$ cat config.mk
export PLATFORM = sky130hd
export DESIGN_NAME = deq_ctrl
export DESIGN_NICKNAME = d
export VERILOG_FILES = /design/src/rtl/core/deq_pkg.sv /design/src/rtl/core/deq_ctrl.sv
export SDC_FILE = /design/constraint.sdc
export NUM_CORES = 1
export LEC_CHECK = 0
export ABC_AREA = 1
export ABC_CLOCK_PERIOD_IN_PS = 1690
export CORE_AREA = 2 2 39 41
export DETAILED_ROUTE_END_ITERATION = 7
export DIE_AREA = 0 0 41 43
export DONT_BUFFER_PORTS = 1
export PLACE_DENSITY = 0.35
export SLEW_MARGIN = 25
export SYNTH_ARGS = -nofsm -noshare
export SYNTH_HDL_FRONTEND = slang
export SYNTH_SLANG_ARGS = --single-unit
$ cat constraint.sdc
create_clock -name clk -period 1.69 [get_ports clk]
set_input_delay 0.0845 -clock clk [delete_from_list [all_inputs] [get_ports clk]]
set_output_delay 0.0845 -clock clk [all_outputs]
set_load 0.02 [all_outputs]
$ cat src/rtl/core/deq_pkg.sv
// package for the double-ended queue: sizes, command and status codes,
// controller states and the controller/datapath interface structs
// no dependencies
`default_nettype none

package deq_pkg;

	localparam int DEPTH      = 256;
	localparam int DATA_WIDTH = 32;
	localparam int ADDR_W     = $clog2(DEPTH);
	localparam int CNT_W      = $clog2(DEPTH + 1);
	localparam int SUM_W      = ADDR_W + 1;

	localparam int CMD_W      = 3;
	localparam int ST_W       = 2;
	localparam int IN_W       = ((CMD_W + DATA_WIDTH + 7) / 8) * 8;
	localparam int OUT_BITS   = DATA_WIDTH + CNT_W + ST_W;
	localparam int OUT_W      = ((OUT_BITS + 7) / 8) * 8;

	typedef enum logic [CMD_W-1:0] {
		CMD_PUSH_FRONT = 3'd0,
		CMD_PUSH_BACK  = 3'd1,
		CMD_POP_FRONT  = 3'd2,
		CMD_POP_BACK   = 3'd3,
		CMD_PEEK_FRONT = 3'd4,
		CMD_PEEK_BACK  = 3'd5,
		CMD_CLEAR      = 3'd6,
		CMD_NONE       = 3'd7
	} cmd_t;

	typedef enum logic [ST_W-1:0] {
		STAT_OK    = 2'd0,
		STAT_EMPTY = 2'd1,
		STAT_FULL  = 2'd2
	} stat_t;

	typedef enum logic [1:0] {
		S_IDLE,
		S_READ,
		S_RESP
	} state_t;

	// controller to datapath
	typedef struct packed {
		logic exec;
		cmd_t op;
		logic reject;
		logic cap_rd;
	} ctrl_t;

	// datapath to controller
	typedef struct packed {
		logic empty;
		logic full;
	} dp_stat_t;

endpackage

`default_nettype wire

$ cat src/rtl/core/deq_ctrl.sv
// controller state machine of the double-ended queue
// depends on deq_pkg
`default_nettype none

module deq_ctrl import deq_pkg::*; (
	input  wire logic     clk,
	input  wire logic     arst_n,
	input  wire logic     s_tvalid,
	output logic          s_tready,
	input  wire cmd_t     op_in,
	output logic          m_tvalid,
	input  wire logic     m_tready,
	input  wire dp_stat_t dp_stat,
	output ctrl_t         ctrl
);

	state_t state_q;
	state_t state_nxt;
	logic   accept;
	logic   is_read;
	logic   is_push;
	logic   reject;

	// command decode
	always_comb begin
		is_read = 1'b0;
		is_push = 1'b0;
		case (op_in) inside
			CMD_PUSH_FRONT, CMD_PUSH_BACK: is_push = 1'b1;
			CMD_POP_FRONT, CMD_POP_BACK, CMD_PEEK_FRONT, CMD_PEEK_BACK: is_read = 1'b1;
			default: ;
		endcase
	end

	assign reject   = (is_read && dp_stat.empty) || (is_push && dp_stat.full);
	assign s_tready = (state_q == S_IDLE) || ((state_q == S_RESP) && m_tready);
	assign accept   = s_tvalid && s_tready;

	always_comb begin
		state_nxt = state_q;
		unique case (state_q)
			S_IDLE, S_RESP: begin
				if (accept) begin
					state_nxt = (is_read && !reject) ? S_READ : S_RESP;
				end else if ((state_q == S_RESP) && m_tready) begin
					state_nxt = S_IDLE;
				end
			end
			S_READ: state_nxt = S_RESP;
			default: state_nxt = S_IDLE;
		endcase
	end

	always_comb begin
		ctrl.exec   = accept;
		ctrl.op     = op_in;
		ctrl.reject = reject;
		ctrl.cap_rd = 1'b0;
		m_tvalid    = 1'b0;
		unique case (state_q)
			S_IDLE: ;
			S_READ: ctrl.cap_rd = 1'b1;
			S_RESP: m_tvalid = 1'b1;
			default: ;
		endcase
	end

	always_ff @(posedge clk or negedge arst_n) begin
		if (!arst_n) begin
			state_q <= S_IDLE;
		end else begin
			state_q <= state_nxt;
		end
	end

endmodule

`default_nettype wire

Word level (Yosys, flattened, before mapping)
Cells that the tools add are included.

Bits in registers: 2. Input bits: 9. Output and inout port bits: 8.

Equality and inequality tests: 8. Multiplexer cells: 9. Reduce and logical (&&, ||, !) cells: 13.

Operator list (number): equality test 3 x 2 -> 1 bit (second input constant) (2); equality test 3 bit (second input constant) (2); 2-to-1 mux 2 bit (3); logical AND 1 bit (5); 2-to-1 mux 1 bit (5); one-hot mux 2 bit (2 select lines) (1); OR reduction 2 bit (2); OR reduction 4 bit (1); equality test 3 x 1 -> 1 bit (second input constant) (1); logical NOT 3 bit (1); inequality test 3 bit (second input constant) (1); equality test 2 x 1 -> 1 bit (second input constant) (1); equality test 2 bit (second input constant) (1); logical NOT 2 bit (1); logical OR 1 bit (2); logical NOT 1 bit (1).

Logic depth before layout (Yosys ltp)
Gate-level depths: netlist of run 1.

Word-level depth: 11. Mapped depth: 6. Gate-level depth less buffers: 6.

Worst setup path after synthesis of run 1
No wires, ideal clock.

Path kind: flip-flop to flip-flop. From: register state_q[1]. To: register state_q[1]. Arrival time: 840 ps. Required time: 1625 ps. Path slack: 785 ps. Cell stages (with the launch flop): 6. Buffers on the path: 0. Clock period less this slack: 905 ps. Cell sequence: dfrtp_1 > nor2_2 > inv_1 > o21ai_0 > inv_1 > nand2_1.

Word-level cells in the longest chain between the ends: 6. Elaborated cells on any way between the ends: 10.

Ends and longest elaborated chain: start: declaration (line deq_ctrl.sv:17) `state_t state_q;`; start signal: assignment (line deq_ctrl.sv:72) `state_q <= state_nxt;`; equality test 2 bit (line deq_ctrl.sv:36, deq_ctrl.sv:41, deq_ctrl.sv:45); logical AND 1 bit (line deq_ctrl.sv:36, deq_ctrl.sv:45); logical OR 1 bit (line deq_ctrl.sv:36) `assign s_tready = (state_q == S_IDLE) || ((state_q == S_RESP) && m_tready);`; logical AND 1 bit (line deq_ctrl.sv:37) `assign accept = s_tvalid && s_tready;`; 2-to-1 mux 2 bit (line deq_ctrl.sv:43) `if (accept) begin`; one-hot mux 2 bit (2 select lines) (line deq_ctrl.sv:41) `unique case (state_q)`.

Several ways; a longest one is shown, not always the timed one. A chain may end at the register's enable or synchronous reset.

==> results of run 1 <==
## stage by stage
| stage | instance area [um2] | power [mW] |
|---|---|---|
| 3_3_place_gp | 186.4 | 0.1163 |
| 2_1_floorplan | 203.9 | 0.1272 |
| 3_5_place_dp | 186.4 | 0.1166 |
| 4_1_cts | 219.0 | 0.2338 |
| 6_report | 219.0 | 0.2252 |
| 5_1_grt | 219.0 | 0.2446 |
## power groups by stage
stage	registers (mW)	logic, mW	clock network, mW
finish	0.0593	0.0579	0.108
global route	0.0598	0.0663	0.118
CTS	0.0593	0.0592	0.115
global placement	0.0598	0.0565	0
floorplan	0.0588	0.0684	0
detailed placement	0.0599	0.0567	0
## layout make-up
class,instances,area (um2)
fill,156,1165
multi-input combinational,15,78.83
sequential,2,50.05
inverter,10,37.54
clock buffer,3,22.52
tap,16,20.02
timing repair buffer,1,10.01
## logic make-up (layout without fill, tap and decap cells)
family | after synthesis | count (layout)
AND/OR/NAND/NOR | 14 | 14
flip-flops | 2 | 2
buffers and inverters | 15 | 14
AO/OA/AOI/OAI | 1 | 1
## metal layers
layer | share of wire, % | up-vias | routed length [um]
li1 | - | 84 | -
met1 | 38 | 61 | 133
met2 | 45 | 14 | 156
met3 | 11 | 2 | 39
met4 | 5.4 | 0 | 19
met5 | 0 | - | 0
## worst max path at each step
| stage | from | depth (start not counted) | slack, ns | end |
|---|---|---|---|---|
| floorplan | state_q[1] | 5 | 0.78 | state_q[1] |
| global placement | state_q[1] | 5 | 0.73 | state_q[0] |
| detailed placement | state_q[1] | 5 | 0.73 | state_q[1] |
| CTS | state_q[1] | 3 | 0.60 | ctrl[5] |
| global route | state_q[1] | 3 | 0.56 | ctrl[5] |
| finish | state_q[1] | 3 | 0.62 | ctrl[5] |
## cell usage in the layout (no fill, tap or decap), drive strengths merged
master	Yosys	layout
nor2	4	4
nand3b	1	1
clkbuf	0	3
o21ai	1	1
nand3	2	2
dlygate4sd3	0	1
dfrtp	2	2
nand2	7	7
inv	10	10
## repair_timing
| item | 4_1_cts | 5_1_grt |
|---|---|---|
| resized for setup | 0 | 0 |
| hold buffers | 1 | 0 |
| endpoints found under the hold margin | 2 | 0 |
==> results.py, run 1 <==
metrics = {
    "status": {
        "outcome": "finished clean",
    },
    "setup_path": {
        "critPathKind": "reg -> out",
        "cp_top_family": "flip-flops",
        "r2r_start": "state_q[1]",
        "reg2reg_slack_ns": 0.72,
        "cp-end-kind": "output port",
        "r2r-end": "state_q[1]",
        "path_buf_inv": 0,
        "slowest_delay_ns": 0.39,
        "path_max_fanout": 3,
        "critPathLaunchType": "register",
        "crit_slowest_cell": "dfrtp_1",
        "cp_cell_sequence": "nand2_1 > nand2_2 > nor2_4",
        "cp.arrival_ns": 0.98,
        "worstPathRequired_ns": 1.61,
        "reg2reg_depth": 5,
    },
    "yosys": {
        "synth_flop_cell": "dfrtp_1",
        "synth_edf_count": 0,
        "syn_area_um2": 203.9,
        "synthCells": 32,
        "yosysWarnings": 0,
        "avgSynthCellArea_um2": 6.373,
        "synthMostInstantiatedCell": "inv_1",
        "synth-xor-area-share_pct": 0,
        "synth_seq_area_share_pct": 24.54,
        "synthSimpleGateAreaFrac_pct": 36.20,
        "synth_compound_area_share_pct": 2.454,
        "synth.largest_area_cell": "dfrtp_1",
        "ys_seq_elements": 2,
        "synthAdderAreaFrac_pct": 0,
        "yosysUniqueCellTypes": 12,
        "post_synth_main_area_contributors": "dfrtp_1 25%, buf_4 18%, inv_1 13%",
        "synth_commonest_cells": "7 x inv_1, 6 x nand2_1, 5 x buf_4",
        "synth_top_family_by_area": "buffers and inverters",
        "synth_mux_area_share_pct": 0,
        "yosysTopAreaCellShare_pct": 24.54,
        "synthArstFlopShare_pct": 100.0,
        "synth_fp_nets": 41,
    },
    "pwr": {
        "sw_frac_of_total_pct": 34.39,
        "p_leak_nw": 0.1193,
        "p_seq_share_pct": 26.3,
        "p_int_mw": 0.1477,
        "switchingPower_mw": 0.07746,
        "combinationalPowerShare_pct": 25.7,
        "p_per_area_mw_per_mm2": 1029,
        "power.share.clock_pct": 48.0,
        "ir_worst_vdd_uv": 169.8,
    },
    "die": {
        "fp.dieW_um": 41,
        "rows": 14,
        "top_level_ports": 17,
        "die_h_um": 43,
        "start_util_pct": 14.74,
        "die_area_mm2": 0.001763,
        "coreArea_mm2": 0.001384,
    },
    "clocking": {
        "post-cts-setup-buffers": 0,
        "cts_root_buf": "clkbuf_4",
        "clock_path_buffers": 2,
        "clkTransAtPathRegs_ns": 0.03,
        "cts_tree": "done",
        "h-tree-depth": 1,
        "clk_latency_ns": 0.23,
        "cts_sinks": 2,
        "cts_buffers": 3,
    },
    "detailed_routing": {
        "avgRoutedWirePerCell_um": 7.426,
        "drt_iter0_drc": 0,
        "drc_errors": 0,
        "vias": 161,
        "ant_nets": 0,
        "firstDrtPassIters": 1,
        "wl_um": 349,
        "viasPerCell": 3.426,
    },
    "global_route": {
        "busiest_layer": "met4",
        "grt_antenna_before_repair": 0,
        "grt_max_degree": 4,
        "grt_usage_pct": 5.511,
        "grt_pass1_vias": 159,
        "grtUsageMet2_pct": 6.250,
        "grt-ovfl-total": 0,
        "grt_first_pass_wirelength_um": 503,
        "use_met3_pct": 3.141,
        "grt_util_met1_pct": 3.514,
    },
    "layout": {
        "largest_register_ffs": 2,
        "fin_util_pct": 15.82,
        "fin_cells": 47,
        "largestRegisters": "state_q x2",
        "diodes": 0,
        "registers.top_by_ff_count": "state_q",
        "syn2layout_area_growth_pct": 7.362,
        "nNetsFinal": 42,
        "drive_above_1_share_pct": 32.26,
    },
    "hold_path": {
        "min_to": "state_q[0]",
        "worstHoldStart": "dp_stat[1]",
        "min_path_cells": 2,
        "hp-class": "in -> reg",
    },
    "timing": {
        "rsz0062_at_grt": "no",
        "layout_setup_ws_ns": 0.6237,
        "finalSetupViolCount": 0,
        "relSlewSlack_pct": 75.02,
        "finClkSkew_ns": 0.003582,
        "whs_ns": 0.06206,
        "worst_slew_pin_slew_ns": 0.3733,
        "setup_tns_ns": 0,
        "period_share_pct": 63.09,
        "max_freq_ghz": 0.9378,
        "hold_viol": 0,
        "drv_slew": 0,
        "period_needed_ns": 1.066,
    },
    "placement": {
        "dp.cells": 43,
        "gp_congestion": 0.5323,
        "numPortBuffers": 0,
        "hpwl_um": 276,
        "place_ws_ns": 0.7261,
    },
    "job": {
        "max_cap_violations": 0,
    },
}
No activity file was read; power rests on OpenSTA's default activity.
==> run 2: changes to the inputs <==
- ABC_AREA: 1 -> 0
- ABC_CLOCK_PERIOD_IN_PS: 1690 -> 900
- PLACE_DENSITY: 0.35 -> 0.33
- clock period: 1.69 -> 0.9 ns (I/O delays scaled with it)
==> results.py, run 2 <==
metrics = {
    "clocking": {
        "cts_root_buf": "clkbuf_4",
        "clkTransAtPathRegs_ns": 0.03,
        "post-cts-setup-buffers": 0,
        "cts_sinks": 2,
        "clock_path_buffers": 2,
        "cts_tree": "done",
        "cts_buffers": 3,
        "clk_latency_ns": 0.22,
        "h-tree-depth": 1,
    },
    "global_route": {
        "busiest_layer": "met2",
        "use_met3_pct": 3.141,
        "grt_util_met1_pct": 3.797,
        "grt_antenna_before_repair": 0,
        "grt_pass1_vias": 186,
        "grt_usage_pct": 5.994,
        "grt_first_pass_wirelength_um": 634,
        "grt-ovfl-total": 0,
        "grt_max_degree": 5,
        "grtUsageMet2_pct": 9.375,
    },
    "yosys": {
        "post_synth_main_area_contributors": "dfrtp_1 28%, buf_4 21%, o21ai_0 8.5%",
        "synth.largest_area_cell": "dfrtp_1",
        "synthAdderAreaFrac_pct": 0,
        "yosysUniqueCellTypes": 13,
        "syn_area_um2": 176.4,
        "synth_compound_area_share_pct": 14.18,
        "synth_top_family_by_area": "buffers and inverters",
        "synth_mux_area_share_pct": 5.674,
        "synth_commonest_cells": "5 x buf_4, 3 x o21ai_0, 2 x a21oi_1, 2 x dfrtp_1, 2 x nor2_1",
        "yosysWarnings": 0,
        "synth_seq_area_share_pct": 28.37,
        "synth_flop_cell": "dfrtp_1",
        "yosysTopAreaCellShare_pct": 28.37,
        "synthMostInstantiatedCell": "buf_4",
        "synthArstFlopShare_pct": 100.0,
        "synthSimpleGateAreaFrac_pct": 23.40,
        "synth_fp_nets": 31,
        "synth_edf_count": 0,
        "synth-xor-area-share_pct": 4.965,
        "avgSynthCellArea_um2": 8.019,
        "synthCells": 22,
        "ys_seq_elements": 2,
    },
    "setup_path": {
        "r2r_start": "state_q[0]",
        "reg2reg_depth": 3,
        "cp-end-kind": "output port",
        "critPathKind": "reg -> out",
        "reg2reg_slack_ns": -0.04,
        "cp_cell_sequence": "buf_6 > nor2b_1 > buf_4",
        "cp.arrival_ns": 1.03,
        "r2r-end": "state_q[1]",
        "worstPathRequired_ns": 0.85,
        "crit_slowest_cell": "dfrtp_2",
        "path_max_fanout": 4,
        "critPathLaunchType": "register",
        "slowest_delay_ns": 0.43,
    },
    "layout": {
        "multi_input_area_um2": 103.9,
        "fillerInstances": 153,
        "design_area_um2": 271.5,
        "registers.top_by_ff_count": "state_q",
        "diodes": 0,
        "largest_register_ffs": 2,
        "final_cell_mix": "3 x clkbuf_4, 3 x buf_6",
        "fin_cells": 43,
        "syn2layout_area_growth_pct": 53.90,
        "register_area_um2": 52.55,
        "fin_util_pct": 19.62,
        "nNetsFinal": 38,
        "largestRegisters": "state_q x2",
        "drive_above_1_share_pct": 51.85,
    },
    "placement": {
        "dp.cells": 38,
        "numPortBuffers": 0,
        "hpwl_um": 361.1,
        "place_area_um2": 209.0,
        "gp_congestion": 0.5012,
    },
    "detailed_routing": {
        "drt_iter0_drc": 4,
        "viasPerCell": 3.791,
        "avgRoutedWirePerCell_um": 10.44,
        "vias": 163,
        "drc_errors": 0,
        "ant_nets": 0,
        "wl_um": 449,
        "firstDrtPassIters": 4,
    },
    "pwr": {
        "p_seq_share_pct": 25.9,
        "p_int_mw": 0.3197,
        "power.share.clock_pct": 43.8,
        "p_leak_nw": 0.1201,
        "ir_worst_vdd_uv": 240.5,
        "sw_frac_of_total_pct": 28.77,
        "combinationalPowerShare_pct": 30.3,
        "p_per_area_mw_per_mm2": 1653,
        "switchingPower_mw": 0.1291,
    },
    "timing": {
        "hold_viol": 0,
        "rsz0062_at_grt": "yes",
        "worst_slew_pin_slew_ns": 0.1884,
        "finClkSkew_ns": 0.001623,
        "relSlewSlack_pct": 87.31,
        "drv_slew": 0,
        "layout_setup_ws_ns": -0.1711,
        "max_freq_ghz": 0.9336,
        "period_needed_ns": 1.071,
        "finalSetupViolCount": 5,
        "period_share_pct": 119.0,
        "whs_ns": 0.05712,
    },
    "die": {
        "rows": 14,
        "die_h_um": 43,
        "top_level_ports": 17,
        "die_area_mm2": 0.001763,
        "fp.dieW_um": 41,
        "start_util_pct": 12.75,
        "coreArea_mm2": 0.001384,
    },
    "job": {
        "max_cap_violations": 0,
    },
    "hold_path": {
        "hp-class": "in -> async",
    },
    "status": {
        "violations": "negative setup slack",
        "outcome": "complete, but fails checks",
    },
}
-- run 2: how the worst max path moves through the flow --
stage                from         end  cells past startpoint
2_1_floorplan  state_q[0]  state_q[1]                      3
3_3_place_gp   state_q[1]  state_q[1]                      3
3_5_place_dp   state_q[1]  state_q[1]                      3
4_1_cts        state_q[0]    m_tvalid                      3
5_1_grt        state_q[0]    m_tvalid                      3
6_report       state_q[0]    m_tvalid                      3
-- run 2: timing repair --
action / CTS / global route
pin swaps: 1 / 0
hold buffers: 2 / 0
resized for setup: 5 / 3
endpoints found under the setup margin: 5 / 5
endpoints found under the hold margin: 4 / 0
-- run 2: worst max-delay path, delay by kind of cell (launching register included) --
kind          cells  cell delay, ns
buf+inv           2            0.28
flops             1            0.43
simple gates      1            0.10
-- run 2: cell families after synthesis --
| kind of cell | after synthesis |
|---|---|
| AOI/OAI and AO/OA | 5 |
| muxes | 1 |
| DFF | 2 |
| xor gates and xnor gates | 1 |
| buffers and inverters | 6 |
| and+or+nand+nor | 7 |
-- run 2: power groups by stage --
stage                     logic, mW  registers [mW]  clock network, mW
after floorplan               0.106           0.112                  0
after global placement        0.112           0.112                  0
after detailed placement      0.115           0.114                  0
after CTS                     0.135           0.113              0.209
after global routing          0.149           0.117              0.221
final                         0.136           0.116              0.197
-- run 2: layout make-up --
cell class | instances | share of cell area (%)
Timing Repair Buffer | 7 | 25.35
Sequential cell | 2 | 19.35
Inverter | 1 | 1.382
Tap cell | 16 | 7.373
Clock buffer | 3 | 8.295
Multi-Input combinational cell | 14 | 38.25
-- run 2: per-layer routing --
metal / up-vias / share of wire [%]
met1: 69 / 39
met5: - / 0
li1: 79 / -
met3: 0 / 13
met2: 15 / 48
met4: 0 / 0
-- run 2: through the flow --
step                worst slack, ns  setup TNS (ns)  power (mW)
floorplan                  -0.06747         -0.1058      0.2179
global placement           -0.01427        -0.01427      0.2242
detailed placement         -0.04673        -0.04673      0.2287
CTS                         -0.1993         -0.7068      0.4569
global route                -0.2242         -0.8540      0.4872
finish                      -0.1711         -0.6278      0.4488
==> run 3: changes to the inputs <==
- CELL_PAD_IN_SITES_DETAIL_PLACEMENT: unset -> 1
- CELL_PAD_IN_SITES_GLOBAL_PLACEMENT: unset -> 2
- PLACE_DENSITY: 0.33 -> 0.5
==> results.py, run 3 (synthesized netlist as in run 2, its figures left out) <==
metrics = {
    "status": {
        "outcome": "complete, but fails checks",
        "violations": "negative setup slack",
    },
    "global_route": {
        "grt_pass1_vias": 205,
        "grt_first_pass_wirelength_um": 765,
        "grt_antenna_before_repair": 0,
        "grt-ovfl-total": 0,
        "grt_max_degree": 5,
        "grt_usage_pct": 7.107,
    },
    "hold_path": {
        "hp-class": "in -> reg",
    },
    "die": {
        "top_level_ports": 17,
        "start_util_pct": 12.75,
        "die_h_um": 43,
        "die_area_mm2": 0.001763,
        "rows": 14,
        "fp.dieW_um": 41,
        "coreArea_mm2": 0.001384,
    },
    "layout": {
        "design_area_um2": 286.5,
        "fin_util_pct": 20.71,
        "nNetsFinal": 39,
        "drive_above_1_share_pct": 57.14,
        "final_cell_mix": "3 x clkbuf_4, 3 x buf_6, 3 x buf_4",
        "diodes": 0,
        "registers.top_by_ff_count": "state_q",
        "largest_register_ffs": 2,
        "largestRegisters": "state_q x2",
        "fin_cells": 44,
        "syn2layout_area_growth_pct": 62.41,
    },
    "detailed_routing": {
        "avgRoutedWirePerCell_um": 11.25,
        "viasPerCell": 4.000,
        "vias": 176,
        "firstDrtPassIters": 2,
        "drc_errors": 0,
        "drt_iter0_drc": 1,
        "wl_um": 495,
        "ant_nets": 0,
    },
    "setup_path": {
        "worstPathRequired_ns": 0.85,
        "crit_slowest_cell": "dfrtp_2",
        "cp_top_family": "flip-flops",
        "path_buf_inv": 1,
        "critPathLaunchType": "register",
        "path_max_fanout": 4,
        "cp_cell_sequence": "and2b_2 > buf_6",
        "slowest_delay_ns": 0.43,
        "critPathKind": "reg -> out",
        "cp.arrival_ns": 1.02,
        "cp-end-kind": "output port",
    },
    "timing": {
        "layout_setup_ws_ns": -0.1644,
        "worst_slew_pin_slew_ns": 0.1822,
        "finClkSkew_ns": 0.003026,
        "relSlewSlack_pct": 87.72,
        "period_needed_ns": 1.064,
        "rsz0062_at_grt": "yes",
        "max_freq_ghz": 0.9395,
        "finalSetupViolCount": 5,
        "whs_ns": 0.05088,
        "drv_slew": 0,
        "period_share_pct": 118.3,
        "hold_viol": 0,
    },
    "clocking": {
        "h-tree-depth": 1,
        "cts_sinks": 2,
        "cts_root_buf": "clkbuf_4",
        "cts_buffers": 3,
        "clk_latency_ns": 0.22,
        "clock_path_buffers": 2,
        "cts_tree": "done",
        "clkTransAtPathRegs_ns": 0.03,
    },
    "placement": {
        "numPortBuffers": 0,
        "gp_congestion": 0.5240,
        "place_area_um2": 209.0,
        "dp.cells": 38,
        "place_ws_ns": -0.08366,
    },
    "pwr": {
        "p_per_area_mw_per_mm2": 1636,
        "ir_worst_vdd_uv": 297.1,
        "p_leak_nw": 0.1305,
    },
    "job": {
        "max_cap_violations": 0,
    },
}
## run 3: path summary, 6_finish.rpt
kind | start | endpoint | slack [ns] | cells past startpoint
worst max-delay path | state_q[1] | ctrl[0] | -0.16 | 2
worst max register to register | state_q[0] | state_q[1] | -0.04 | 3
max in group asynchronous | arst_n | state_q[0] | 0.69 | 1
worst min register to register | state_q[0] | state_q[1] | 0.61 | 2
worst min-delay path | dp_stat[1] | state_q[0] | 0.05 | 2
min in group asynchronous | arst_n | state_q[1] | 0.06 | 1
## run 3: timing repair
action,in CTS,in global routing
resized for setup,10,0
setup buffers,1,0
hold endpoints to repair,4,0
hold buffers,2,0
pin swaps,1,2
endpoints found under the setup margin,5,5
## run 3: where the power goes
part	leakage (nW)	internal (mW)	total [mW]	switching, mW
clock	0.0138	0.147	0.195	0.0480
combinational	0.0940	0.0872	0.158	0.0711
sequential	0.0226	0.101	0.116	0.0142
## run 3: layout make-up
type / instances / area [um2]
timing repair buffer: 8 / 76.32
sequential: 2 / 52.55
multi-input combinational: 14 / 111.4
inverter: 1 / 3.754
clock buffer: 3 / 22.52
fill: 168 / 1097
tap: 16 / 20.02
## run 3: layer usage
layer | share of wire [%] | global-route usage, % | wire length [um]
met3 | 14 | 5.236 | 68
met1 | 38 | 6.688 | 186
met5 | 0 | 0 | 0
met2 | 48 | 9.688 | 239
met4 | 0 | 6.000 | 0
## run 3: stage by stage
| stage | TNS [ns] | power, mW |
|---|---|---|
| 2_1_floorplan | -0.1058 | 0.2179 |
| 3_3_place_gp | -0.01442 | 0.2240 |
| 3_5_place_dp | -0.08551 | 0.2313 |
| 4_1_cts | -0.7649 | 0.4868 |
| 5_1_grt | -0.8185 | 0.5135 |
| 6_report | -0.6208 | 0.4687 |
